==> src/rtl/rlh_pkg.sv <==
`timescale 1ns / 1ps
// ----------------------------------------------------------------------------
// rlh_pkg
// Shared constants, payload types and control structs of the run-length
// level histogram.
// ----------------------------------------------------------------------------
package rlh_pkg;

   localparam int MAX_WIDTH     = 32;
   localparam int HIST_BINS     = 64;
   localparam int POSITION_BITS = 20;

   localparam int LVL_W      = $clog2(MAX_WIDTH);
   localparam int BIN_W      = $clog2(HIST_BINS);
   localparam int HIST_DEPTH = MAX_WIDTH * HIST_BINS;
   localparam int HADDR_W    = $clog2(HIST_DEPTH);
   localparam int POS_W      = POSITION_BITS;
   localparam int LEN_W      = 20;
   localparam int CNT_W      = 32;

   localparam logic [LEN_W-1:0] LEN_SAT = '1;

   localparam logic [1:0] OP_SAMPLE = 2'd0;
   localparam logic [1:0] OP_READ   = 2'd1;
   localparam logic [1:0] OP_CLEAR  = 2'd2;
   localparam logic [1:0] OP_UNUSED = 2'd3;

   localparam logic KIND_RUN = 1'b0;
   localparam logic KIND_BIN = 1'b1;

   typedef struct packed {
      logic [1:0]  opcode;
      logic [7:0]  width_sample;
      logic        first_sample;
      logic        last_sample;
      logic [19:0] start_position;
      logic [4:0]  read_level;
      logic [5:0]  read_bin;
   } rlh_req_type;

   typedef struct packed {
      logic        result_kind;
      logic [4:0]  run_level;
      logic [19:0] run_start;
      logic [19:0] run_length;
      logic [31:0] bin_value;
      logic        last_of_run;
   } rlh_rsp_type;

   typedef struct packed {
      logic               step;
      logic               bin_rd;
      logic               close_rd;
      logic               close_wr;
      logic               close_last;
      logic               bin_load;
      logic               tail;
      logic               clr_wr;
      logic [LVL_W-1:0]   level;
      logic [HADDR_W-1:0] clr_addr;
   } rlh_cmd_type;

   typedef struct packed {
      logic             close_any;
      logic [LVL_W-1:0] close_top;
      logic [LVL_W-1:0] close_bot;
      logic             out_free;
   } rlh_sts_type;

endpackage

==> src/rtl/rlh_ctrl.sv <==
`timescale 1ns / 1ps
// ----------------------------------------------------------------------------
// rlh_ctrl
// Sequencer: histogram clearing sweep, item decode, per-level close loop.
// ----------------------------------------------------------------------------
module rlh_ctrl (
   input  logic                clock,
   input  logic                reset,
   input  logic                req_valid,
   input  logic [1:0]          req_opcode,
   output logic                req_ready,
   input  rlh_pkg::rlh_sts_type sts,
   output rlh_pkg::rlh_cmd_type cmd
);
   import rlh_pkg::*;

   typedef enum logic [2:0] {
      ST_CLEAR, ST_IDLE, ST_CL_RD, ST_CL_WR, ST_BIN, ST_TAIL
   } state_type;

   state_type          state_ff, state_in;
   logic [LVL_W-1:0]   level_ff, level_in;
   logic [LVL_W-1:0]   bot_ff, bot_in;
   logic [HADDR_W-1:0] clr_ff, clr_in;
   logic               accept;

   assign req_ready = (state_ff == ST_IDLE);
   assign accept    = req_valid && req_ready;

   always_comb begin
      state_in = state_ff;
      level_in = level_ff;
      bot_in   = bot_ff;
      clr_in   = clr_ff;
      cmd      = '0;
      cmd.level      = level_ff;
      cmd.clr_addr   = clr_ff;
      cmd.close_last = (level_ff == bot_ff);
      case (state_ff)
         ST_CLEAR: begin
            cmd.clr_wr = 1'b1;
            clr_in     = clr_ff + 1'b1;
            if (clr_ff == HADDR_W'(HIST_DEPTH - 1)) begin
               state_in = ST_IDLE;
            end
         end
         ST_IDLE: begin
            if (accept) begin
               case (req_opcode)
                  OP_SAMPLE: begin
                     cmd.step = 1'b1;
                     level_in = sts.close_top;
                     bot_in   = sts.close_bot;
                     state_in = sts.close_any ? ST_CL_RD : ST_TAIL;
                  end
                  OP_READ: begin
                     cmd.bin_rd = 1'b1;
                     state_in   = ST_BIN;
                  end
                  OP_CLEAR: begin
                     clr_in   = '0;
                     state_in = ST_CLEAR;
                  end
                  default: begin
                     state_in = ST_IDLE;
                  end
               endcase
            end
         end
         ST_CL_RD: begin
            cmd.close_rd = 1'b1;
            state_in     = ST_CL_WR;
         end
         ST_CL_WR: begin
            if (sts.out_free) begin
               cmd.close_wr = 1'b1;
               if (level_ff == bot_ff) begin
                  state_in = ST_TAIL;
               end else begin
                  level_in = level_ff - 1'b1;
                  state_in = ST_CL_RD;
               end
            end
         end
         ST_BIN: begin
            if (sts.out_free) begin
               cmd.bin_load = 1'b1;
               state_in     = ST_IDLE;
            end
         end
         ST_TAIL: begin
            cmd.tail = 1'b1;
            state_in = ST_IDLE;
         end
         default: begin
            state_in = ST_IDLE;
         end
      endcase
   end

   always_ff @(posedge clock) begin
      if (reset) begin
         state_ff <= ST_CLEAR;
         clr_ff   <= '0;
         level_ff <= '0;
         bot_ff   <= '0;
      end else begin
         state_ff <= state_in;
         clr_ff   <= clr_in;
         level_ff <= level_in;
         bot_ff   <= bot_in;
      end
   end

endmodule

==> config.mk <==
export PLATFORM = sky130hd
export DESIGN_NAME = rlh_ctrl
export DESIGN_NICKNAME = d
export VERILOG_FILES = /design/src/rtl/rlh_pkg.sv /design/src/rtl/rlh_ctrl.sv
export SDC_FILE = /design/constraint.sdc
export NUM_CORES = 1
export LEC_CHECK = 0
export BUFFER_PORTS_ARGS = -buffer_cell sky130_fd_sc_hd__buf_4
export CAP_MARGIN = 30
export CORE_MARGIN = 2
export CORE_UTILIZATION = 30
export DETAILED_ROUTE_END_ITERATION = 10
export SLEW_MARGIN = 40
export SYNTH_ARGS = -nofsm -noshare
export SYNTH_HDL_FRONTEND = slang
export SYNTH_SLANG_ARGS = --single-unit
==> constraint.sdc <==
create_clock -name clock -period 3.9 [get_ports clock]
set_input_delay 0.39 -clock clock [delete_from_list [all_inputs] [get_ports clock]]
set_output_delay 0.39 -clock clock [all_outputs]
set_load 0.05 [all_outputs]
# [After elaboration in Yosys (flattened, before gate mapping)]
# Index checks and enable logic that the tools add are counted.
[totals] register_bits=24 in_bits=17 output_inout_bits=25 wordCells=57
[classes] n_addsub=2 eq_ne=16 muxes=26 n_reduce_logical=9
[ops] cell="$mux W11" count=2
[ops] cell="$pmux W11 S2" count=1
[ops] cell="$mux W5" count=4
[ops] cell="$mux W3" count=6
[ops] cell="$pmux W3 S5" count=1
[ops] cell="$add A11 B1 Y11 const B" count=1
[ops] cell="$eq A11 B11 Y1 const B" count=1
[ops] cell="$pmux W5 S2" count=1
[ops] cell="$pmux W3 S3" count=1
[ops] cell="$mux W1" count=8
[ops] cell="$ne A2 B2 Y1 const B" count=4
[ops] cell="$eq A3 B2 Y1 const B" count=2
[ops] cell="$eq A3 B3 Y1 const B" count=2
[ops] cell="$ne A2 B1 Y1 const B" count=3
[ops] cell="$reduce_and A3 Y1" count=2
[ops] cell="$eq A5 B5 Y1" count=1
[ops] cell="$reduce_and A5 Y1" count=1
[ops] cell="$sub A5 B1 Y5 const B" count=1
[ops] cell="$mux W2" count=2
[ops] cell="$reduce_and A4 Y1" count=1
[ops] cell="$reduce_bool A2 Y1" count=2
[ops] cell="$eq A3 B1 Y1 const B" count=1
[ops] cell="$logic_not A3 Y1" count=1
[ops] cell="$eq A2 B1 Y1 const B" count=1
[ops] cell="other kinds (3)" count=3

# [Longest topological paths before layout]
# Gate-level depths: netlist of run 1.
[depth] word_depth=4 depth_mapped=7 mapped_depth_nobuf=7

# [Worst setup path before layout of run 1]
# No wires, ideal clock.
[synth_timing] kind="flip-flop to output port" from="register state_ff[1]" to="output cmd[22] (netlist name)" arrival_time_ps=2379 t_required_ps=3510 setup_slack_ps=1131 path_stages_with_launch=6 n_path_buf=1 path_cell_list="dfxtp_1 buf_6 or3b_4 inv_1 nand2_1 nor3_1"
[synth_lines] item="start: declaration" line="rlh_ctrl.sv:21" rtl="state_type state_ff, state_in;"
[synth_lines] item="start signal: assignment" line="rlh_ctrl.sv:108" rtl="state_ff <= state_in;"
[synth_lines] item="end: declaration" line="rlh_ctrl.sv:13" rtl="output rlh_pkg::rlh_cmd_type cmd"

==> metrics.md, run 1 <==
| Metric | Value |
|---|---|
| Drt drc | `0` |
| Final period utilization | `between 60% and 70%` |
| Post_cts resized | `0` |
| H-tree level count | `1` |
| CP Capture Point | `cmd[23]` |
| Worst slew margin | `a little over half` |
| Clk slew on worst S/H paths | `90 ps` |
| Share of layout cells above drive strength 1 | `between 20% and 30%` |
| FF-to-FF End | `level_ff[1]$_SDFFE_PP0P_` |
| Min-delay worst type | `in -> reg` |
| Largest net degree at the start of global routing | `19` |
| Mapped Avg Cell Area | `roughly 8.1 µm²` |
| Setup TNS | `0 ps` |
| RSZ-0062 raised after global routing | `false` |
| PD cells | `271 mW/mm²` |
| Sw Ratio | `about a quarter` |
| Reg2reg setup slack | `about 1600 ps` |
| Synthesis-stage register bit count | `24` |
| TritonCTS clock tree | `yes` |
| Fill count | `roughly 440` |
| Clock Path Buffers | `2` |
| FMAX | `about 380 MHz` |
| Top sig layer | `met4` |
| Gr usage total | `between 10% and 20%` |
| Sequential area share after synthesis | `a little over a third` |
| DR vias/cell | `about 4.9` |
| Per-cell routed wire length | `~12 µm` |
| CP max FO | `12` |
| WL met3 | `approximately 170 µm` |
| Seq. cell area | `between 400 and 500 µm²` |
| Status | `completed` |
| Leak | `around 0.00069 µW` |
| Synthesized area | `between 0.001 and 0.0015 mm²` |
| DIE AREA | `between 0.005 and 0.006 mm²` |
| Setup crit end kind | `primary output` |
| WL met1 | `between 1500 and 2000 µm` |
| Initial core utilization | `between 30% and 40%` |
| CP required | `3510 ps` |
| Ports | `42` |
| Critical path origin | `state_ff[0]$_SDFFE_PP0P_` |
| Number of antenna diodes | `0` |
| Share of power burned in registers | `about 53%` |
| Postcts setup bufs | `0` |
| Worst R2R Start | `state_ff[0]$_SDFFE_PP0P_` |
| Core area | `approximately 0.0044 mm²` |
| Worst setup SP type | `flop` |
| First-pass GRT wire length | `between 5000 and 6000 µm` |
| Hold path depth | `3` |
| Slew Viols, Final | `0` |
| Clock Skew | `roughly 5.6 ps` |
| Internal power | `~360 µW` |
| # rows | `24` |
| Fin crit period | `2630 ps` |
| Met2 routed WL | `about 1400 µm` |
| Ys Warns | `0` |
| Setup violators final | `0` |
| Worst Max-Slew Pin Slew | `around 700 ps` |
| Reg2reg path depth | `5` |
| Endpoints failing hold | `0` |
| Max Cap Viol | `0` |
| Number of global-route vias before repair | `~1100` |
| Nets | `~230` |
| Type of the worst setup path | `reg -> out` |
| Hpwl dp | `about 2400 µm` |
| Synth cell types | `37` |
| Initial antenna violation count | `0` |
| Mapped Nets | `187` |
| Max rail drop VDD | `0.100 mV` |
| Clock share of power | `between 30% and 40%` |
| DRT iter0 DRCs | `75` |
| Total wire length | `about 3200 µm` |
| Multi-input logic area | `802 µm²` |
| Mapped Cells | `around 170` |
| Comb pwr share | `under 10%` |
| Die Ht | `between 70 and 80 µm` |
| Root buf cell | `clkbuf_8` |
| Global route overflow | `0` |
| Routability Congestion | `0.745` |
| Clock Sinks | `24` |
| Via Count | `~1300` |
| Post-route ant nets | `0` |
| Die Wd | `71.2 µm` |
| Worst skew pair latency | `270 ps` |
| Total CTS buffers | `3` |
| Final Power | `roughly 470 µW` |
| CP Data Arrival Time | `2240 ps` |
| Initial DRT Pass Iterations | `4` |
| Hold_buf cts | `0` |
| P_sw | `approximately 110 µW` |
| IO Port Bufs | `41` |
| P&R area growth vs syn | `28.0%` |
logic make-up after synthesis:
kind of cell             count (synthesis)  synth area share [%]
buffers and inverters                   15                  5.44
XOR/XNOR                                13                  8.39
AND/OR/NAND/NOR                         78                  29.9
multiplexers                             5                  3.69
flip-flops                              24                  35.4
AO/OA/AOI/OAI                           31                  15.3
adder cells (fa/ha/maj)                  2                  1.84
final cells by class:
cell class,instances,area share [%]
multi-input cells,129,46.2
inverters,7,1.51
repair buffers,41,17.7
clock buffers,4,3.17
flip-flops and latches,24,27.7
well taps,52,3.75
routing by layer:
metal  GRT usage [%]  vias up
met1            19.5      561
met2            18.2       31
li1                -      660
met3            1.55        5
met4            5.66        0
met5               0        -
worst min-delay path by stage:
stage	startpoint	end	slack [ps]
2_1_floorplan	bot_ff[0]$_SDFFE_PP0P_	bot_ff[0]$_SDFFE_PP0P_	480
3_3_place_gp	bot_ff[2]$_SDFFE_PP0P_	bot_ff[2]$_SDFFE_PP0P_	500
3_5_place_dp	bot_ff[4]$_SDFFE_PP0P_	bot_ff[4]$_SDFFE_PP0P_	500
4_1_cts	sts[5]	bot_ff[4]$_SDFFE_PP0P_	350
5_1_grt	sts[1]	bot_ff[0]$_SDFFE_PP0P_	370
6_report	sts[5]	bot_ff[4]$_SDFFE_PP0P_	350
power by group through the flow:
stage          Combinational, µW  Clock (µW)  Sequential (µW)
6_report                    45.1         174              252
3_3_place_gp                46.2           0              257
3_5_place_dp                45.6           0              257
4_1_cts                     45.7         178              252
5_1_grt                     49.5         186              252
2_1_floorplan               15.0           0              266
per-stage QoR:
step	utilization (%)	hold WS, ps	instances	instance area, µm²	worst slack, ps
after floorplan	-	482	168	1360	1130
after global placement	38.6	499	253	1680	1580
after detailed placement	38.6	504	253	1680	1570
after CTS	39.9	350	257	1740	1260
after global routing	39.9	371	257	1740	1180
final	39.9	349	257	1740	1270
placed cells by master, fill, tap and decap left out, types with 5 or more instances in the layout:
cell and count:
nor2_1 28, buf_4 41, nand2_1 11, nor3_1 12, a21oi_1 9, nand2b_1 6
mux2i_1 5, dfxtp_1 24, xnor2_1 11, inv_1 7, o21ai_0 7
worst max-delay path, cell delays in order (launching register included):
cell and delay [ps]:
dfxtp_1 530, or3b_4 450, nor4b_4 660, buf_4 320
synthesized netlist by cell type:
master / n / area (µm²)
or3b_4: 1 / 11.3
buf_2: 2 / 10.0
a311o_1: 1 / 10.0
o31ai_1: 1 / 7.51
a21oi_1: 9 / 45.0
nand2_1: 11 / 41.3
nor4b_4: 1 / 23.8
nand3b_1: 4 / 30.0
nand3_1: 3 / 15.0
nand2b_1: 6 / 37.5
nor2_1: 28 / 105
nand4_1: 2 / 12.5
o21bai_1: 1 / 7.51
nor4_1: 1 / 6.26
xor2_1: 2 / 17.5
and4_1: 1 / 8.76
mux2i_1: 5 / 50.1
o21a_1: 2 / 15.0
dfxtp_1: 24 / 480
a22oi_1: 1 / 7.51
xnor2_1: 11 / 96.3
clkbuf_1: 3 / 11.3
ha_1: 2 / 25.0
o22ai_4: 1 / 20.0
and3_1: 4 / 25.0
inv_1: 7 / 26.3
buf_1: 1 / 3.75
or4_1: 1 / 7.51
o21ai_0: 7 / 35.0
o31a_1: 1 / 8.76
nor3b_1: 2 / 15.0
nor3_1: 12 / 60.1
buf_6: 2 / 22.5
or2_0: 1 / 6.26
a211oi_1: 4 / 30.0
a211o_1: 1 / 8.76
a31oi_1: 2 / 12.5
state kept, by name (all words and copies together) (netlist names):
name      flops
clr_ff       11
bot_ff        5
level_ff      5
state_ff      3
Power figures use the tool's default switching activity.
==> inputs of run 2 (changes only) <==
==> constraint.sdc (replaced) <==
create_clock -name clock -period 2.61 [get_ports clock]
set_input_delay 0.261 -clock clock [delete_from_list [all_inputs] [get_ports clock]]
set_output_delay 0.261 -clock clock [all_outputs]
set_load 0.05 [all_outputs]
==> metrics.md, run 2 (synthesis results as in run 1) <==
| Metric | Value |
|---|---|
| Die Ht | `71.2 µm (unchanged)` |
| Root buf cell | `clkbuf_8` |
| Worst Max-Slew Pin Slew | `621 ps (-77.1 ps)` |
| Gr usage total | `12.8% (-0.13 points)` |
| Initial DRT Pass Iterations | `4 (unchanged)` |
| Clock Path Buffers | `2 (unchanged)` |
| IO Port Bufs | `41 (unchanged)` |
| DIE AREA | `0.00508 mm² (unchanged)` |
| DR vias/cell | `4.93 (+0.89%)` |
| PD cells | `395 mW/mm² (+46%)` |
| Status | `completed` |
| Setup crit end kind | `primary output` |
| Fill count | `453 (+3.9%)` |
| CP Capture Point | `cmd[23]` |
| Clock Skew | `1.09 ps (-4.51 ps)` |
| Postcts setup bufs | `0 (unchanged)` |
| # rows | `24 (unchanged)` |
| Worst setup SP type | `flop` |
| Drt drc | `0 (unchanged)` |
| Number of antenna diodes | `0 (unchanged)` |
| Core area | `0.00435 mm² (unchanged)` |
| FF-to-FF End | `clr_ff[4]$_SDFFE_PP0P_` |
| Global route overflow | `0 (unchanged)` |
| Clk slew on worst S/H paths | `80 ps (about the same)` |
| WHS | `229 ps (-120 ps)` |
| Largest net degree at the start of global routing | `19 (unchanged)` |
| Hold_buf cts | `0 (unchanged)` |
| Initial antenna violation count | `0 (unchanged)` |
| Reg2reg path depth | `5 (unchanged)` |
| HP Start | `sts[5]` |
| Via Count | `1283 (+2.1%)` |
| Per-cell routed wire length | `12.3 µm (-0.25%)` |
| CP required | `2350 ps (-1160 ps)` |
| Share of layout cells above drive strength 1 | `25.0% (+1.6 points)` |
| Endpoints failing hold | `0 (unchanged)` |
| Hold path depth | `3 (unchanged)` |
| Seq. cell area | `480 µm² (unchanged)` |
| Worst skew pair latency | `260 ps (about the same)` |
| Max rail drop VDD | `0.193 mV (+93%)` |
| TritonCTS clock tree | `yes` |
| Slew Viols, Final | `0 (unchanged)` |
| Final period utilization | `between 80% and 90%` |
| Type of the worst setup path | `reg -> out` |
| Setup TNS | `0 ps (unchanged)` |
| First-pass GRT wire length | `5240 µm (-0.25%)` |
| Multi-input logic area | `807 µm² (+0.62%)` |
| Die Wd | `71.2 µm (unchanged)` |
| Clock Sinks | `24 (unchanged)` |
| Fin crit period | `between 2000 and 2500 ps` |
| Hpwl dp | `2430 µm (+1.3%)` |
| CP Data Arrival Time | `1940 ps (-300 ps)` |
| Reg2reg setup slack | `610 ps (-1020 ps)` |
| Initial core utilization | `31.1% (unchanged)` |
| Biggest regs | `clr_ff x11, bot_ff x5, level_ff x5` |
| Max FFs per register | `11 (unchanged)` |
| Most frequent cells in the layout | `buf_4, nor2_1, dfxtp_1` |
| Total CTS buffers | `3 (unchanged)` |
| Worst R2R Start | `state_ff[0]$_SDFFE_PP0P_` |
| DRT iter0 DRCs | `48 (-36%)` |
| Nets | `228 (+1.3%)` |
| FMAX | `454 MHz` |
| Worst slew margin | `58.5% (+5.3 points)` |
| P&R area growth vs syn | `30.1%` |
| Post-route ant nets | `0 (unchanged)` |
| Leak | `0.000708 µW (+2.2%)` |
| Post_cts resized | `0 (unchanged)` |
| Setup violators final | `0 (unchanged)` |
| H-tree level count | `1 (unchanged)` |
| Largest Register | `clr_ff` |
| Critical path origin | `state_ff[0]$_SDFFE_PP0P_` |
| Max Cap Viol | `0 (unchanged)` |
| CP max FO | `12 (unchanged)` |
| Number of global-route vias before repair | `1141 (+4.1%)` |
| Total wire length | `3200 µm (+0.91%)` |
| Ports | `42 (unchanged)` |
| RSZ-0062 raised after global routing | `false` |
| Commonest non-fill, non-tap cell in the layout | `buf_4` |
| Min-delay worst type | `in -> reg` |
| Routability Congestion | `0.754 (+1.2%)` |
-- run 2: worst min path at each step --
stage,slack [ps],endpoint
final,230,bot_ff[4]$_SDFFE_PP0P_
after global routing,220,bot_ff[4]$_SDFFE_PP0P_
after global placement,500,bot_ff[2]$_SDFFE_PP0P_
after CTS,220,bot_ff[4]$_SDFFE_PP0P_
after floorplan,410,bot_ff[0]$_SDFFE_PP0P_
after detailed placement,500,bot_ff[4]$_SDFFE_PP0P_
-- run 2: power by group --
part | switching (µW) | internal, µW
logic | 38.3 | 30.0
registers | 5.66 | 370
clock network | 118 | 135
total | 162 | 535
-- run 2: per-stage QoR --
stage / worst slack, ps / area, µm² / cells / power [µW] / utilization, %
after CTS: 401 / 1760 / 260 / 706 / 40.5
after global routing: 321 / 1760 / 260 / 727 / 40.5
final: 409 / 1760 / 260 / 696 / 40.5
after detailed placement: 609 / 1710 / 256 / 453 / 39.3
after floorplan: 136 / 1360 / 168 / 420 / -
after global placement: 631 / 1710 / 256 / 453 / 39.3
-- run 2: layout make-up --
| cell class | count | share of cell area [%] |
|---|---|---|
| flip-flops and latches | 24 | 27.2 |
| inverters | 7 | 1.49 |
| clock buffers | 4 | 3.12 |
| repair buffers | 44 | 18.7 |
| well taps | 52 | 3.69 |
| multi-input cells | 129 | 45.7 |
-- run 2: worst max-delay path, stage by stage, from the launching register on --
cell and delay [ps]:
dfxtp_1 540, or3b_4 460, nor4b_4 390, buf_4 280
-- run 2: routing by layer --
metal	vias to the layer above	track usage [%]	wire length, µm
met2	24	18.9	1440
met3	2	2.53	149
li1	667	-	-
met4	0	5.03	34
met5	-	0	0
met1	590	18.2	1580
==> inputs of run 3 (changes only) <==
==> constraint.sdc (replaced) <==
create_clock -name clock -period 1.9 [get_ports clock]
set_input_delay 0.19 -clock clock [delete_from_list [all_inputs] [get_ports clock]]
set_output_delay 0.19 -clock clock [all_outputs]
set_load 0.05 [all_outputs]
==> metrics.md, run 3 (synthesis results as in run 1) <==
| Metric | Value |
|---|---|
| # rows | `24 (unchanged)` |
| Final period utilization | `approximately nine tenths` |
| Postcts setup bufs | `1 (+1)` |
| Worst Max-Slew Pin Slew | `277 ps (-344 ps)` |
| Placed Instance Area | `0.00178 mm² (+4.0%)` |
| Fin area | `0.00186 mm² (+5.2%)` |
| Share of layout cells above drive strength 1 | `29.0% (+4.0 points)` |
| RSZ-0062 raised after global routing | `false` |
| Slew Viols, Final | `0 (unchanged)` |
| Largest Register | `clr_ff` |
| Drt drc | `0 (unchanged)` |
| CP Data Arrival Time | `1550 ps (-390 ps)` |
| Total CTS buffers | `3 (unchanged)` |
| Core area | `0.00435 mm² (unchanged)` |
| WP depth | `3 (unchanged)` |
| Min-delay worst type | `in -> reg` |
| Crit path largest cell delay | `430 ps (-110 ps)` |
| Initial core utilization | `31.1% (unchanged)` |
| Status | `completed` |
| Clock Sinks | `24 (unchanged)` |
| P&R area growth vs syn | `36.9%` |
| Worst slew margin | `81.4% (+23 points)` |
| Setup violators final | `0 (unchanged)` |
| Endpoints failing hold | `0 (unchanged)` |
| FMAX | `573 MHz` |
| Reg2reg path depth | `6 (+1)` |
| Commonest non-fill, non-tap cell in the layout | `buf_4` |
| Gr usage total | `13.5% (+0.79 points)` |
| IO Port Bufs | `41 (unchanged)` |
| Total wire length | `3260 µm (+1.8%)` |
| Leak | `0.000748 µW (+5.6%)` |
| Fin worst setup slack | `156 ps (-253 ps)` |
| CP max FO | `3 (-9)` |
| Max FFs per register | `11 (unchanged)` |
| Worst path bufs/invs | `1 (unchanged)` |
| PD cells | `571 mW/mm² (+45%)` |
| Hold_buf cts | `0 (unchanged)` |
| Initial antenna violation count | `0 (unchanged)` |
| H-tree level count | `1 (unchanged)` |
| Largest net degree at the start of global routing | `19 (unchanged)` |
| Max Cap Viol | `0 (unchanged)` |
| Setup crit end kind | `primary output` |
| Hpwl dp | `2480 µm (+2.1%)` |
| Ports | `42 (unchanged)` |
| Fin crit period | `between 1500 and 2000 ps` |
| Global route overflow | `0 (unchanged)` |
| Post_cts resized | `0 (unchanged)` |
| Number of antenna diodes | `0 (unchanged)` |
| DR vias/cell | `4.97 (+0.64%)` |
| Util after Layout | `42.6% (+2.1 points)` |
| Hold path depth | `3 (unchanged)` |
| Fill count | `448 (-1.1%)` |
| Clock Skew | `4.65 ps (+3.57 ps)` |
| CP max stage cell | `or3b_4` |
| Most frequent cells in the layout | `buf_4, nor2_1, dfxtp_1` |
| Post-route ant nets | `0 (unchanged)` |
| Clk slew on worst S/H paths | `90 ps (about the same)` |
| Via Count | `1321 (+3.0%)` |
| Routability Congestion | `0.747 (-0.98%)` |
| CP required | `1710 ps (-640 ps)` |
| Die Ht | `71.2 µm (unchanged)` |
| Number of global-route vias before repair | `1190 (+4.3%)` |
| Type of the worst setup path | `reg -> out` |
| Max rail drop VDD | `0.308 mV (+59%)` |
| Die Wd | `71.2 µm (unchanged)` |
| DRT iter0 DRCs | `75 (+56%)` |
| CP top delay family | `simple AND/OR/NAND/NOR gates` |
| Worst setup SP type | `flop` |
| Crit path cell chain | `or3b_4 -> nor4b_4 -> buf_4` |
| Worst skew pair latency | `260 ps (about the same)` |
| Biggest regs | `clr_ff x11, bot_ff x5, level_ff x5` |
| Clock Path Buffers | `2 (unchanged)` |
| Initial DRT Pass Iterations | `6 (+2)` |
| Setup TNS | `0 ps (unchanged)` |
| DIE AREA | `0.00508 mm² (unchanged)` |
| Nets | `234 (+2.6%)` |
| TritonCTS clock tree | `yes` |
| Root buf cell | `clkbuf_8` |
| First-pass GRT wire length | `5620 µm (+7.2%)` |
| Per-cell routed wire length | `12.3 µm (-0.52%)` |
| Place WS | `143 ps (-466 ps)` |
[run 3: stage by stage]
stage	hold slack [ps]	std cells	total power (µW)
6_report	156	266	1060
2_1_floorplan	337	168	578
4_1_cts	148	266	1080
3_5_place_dp	433	261	626
5_1_grt	148	266	1110
3_3_place_gp	429	261	625
[run 3: area by class of cell]
cell class,count,area (µm²),share of cell area [%]
Multi-Input combinational cell,129,835,44.9
Sequential cell,24,480,25.9
Timing Repair Buffer,50,375,20.2
Tap cell,52,65.1,3.50
Clock buffer,3,41.3,2.22
Clock inverter,1,30.0,1.62
Inverter,7,30.0,1.62
[run 3: power by group]
group,internal (µW),switching [µW],total (µW)
registers,508,7.86,516
clock network,282,165,447
logic,43.1,54.7,97.8
total,833,228,1060
[run 3: worst min-delay path, stage by stage]
cell and delay, ps:
buf_4 80, mux2i_1 50, nor2_1 70
[run 3: routing by layer]
layer	routed length, µm	track usage, %	share of wire (%)
met5	0	0	0
met4	31	4.40	0.95
met3	186	2.95	5.7
met2	1440	19.4	44
met1	1600	20.1	49
[run 3: path summary, 6_finish.rpt]
check                              to                     start  slack [ps]
max                           cmd[23]  state_ff[1]$_SDFFE_PP0P_         160
min            bot_ff[2]$_SDFFE_PP0P_                    sts[3]         160
max reg2reg  level_ff[4]$_SDFFE_PP0P_  state_ff[1]$_SDFFE_PP0P_         160
min reg2reg    bot_ff[0]$_SDFFE_PP0P_    bot_ff[0]$_SDFFE_PP0P_         530
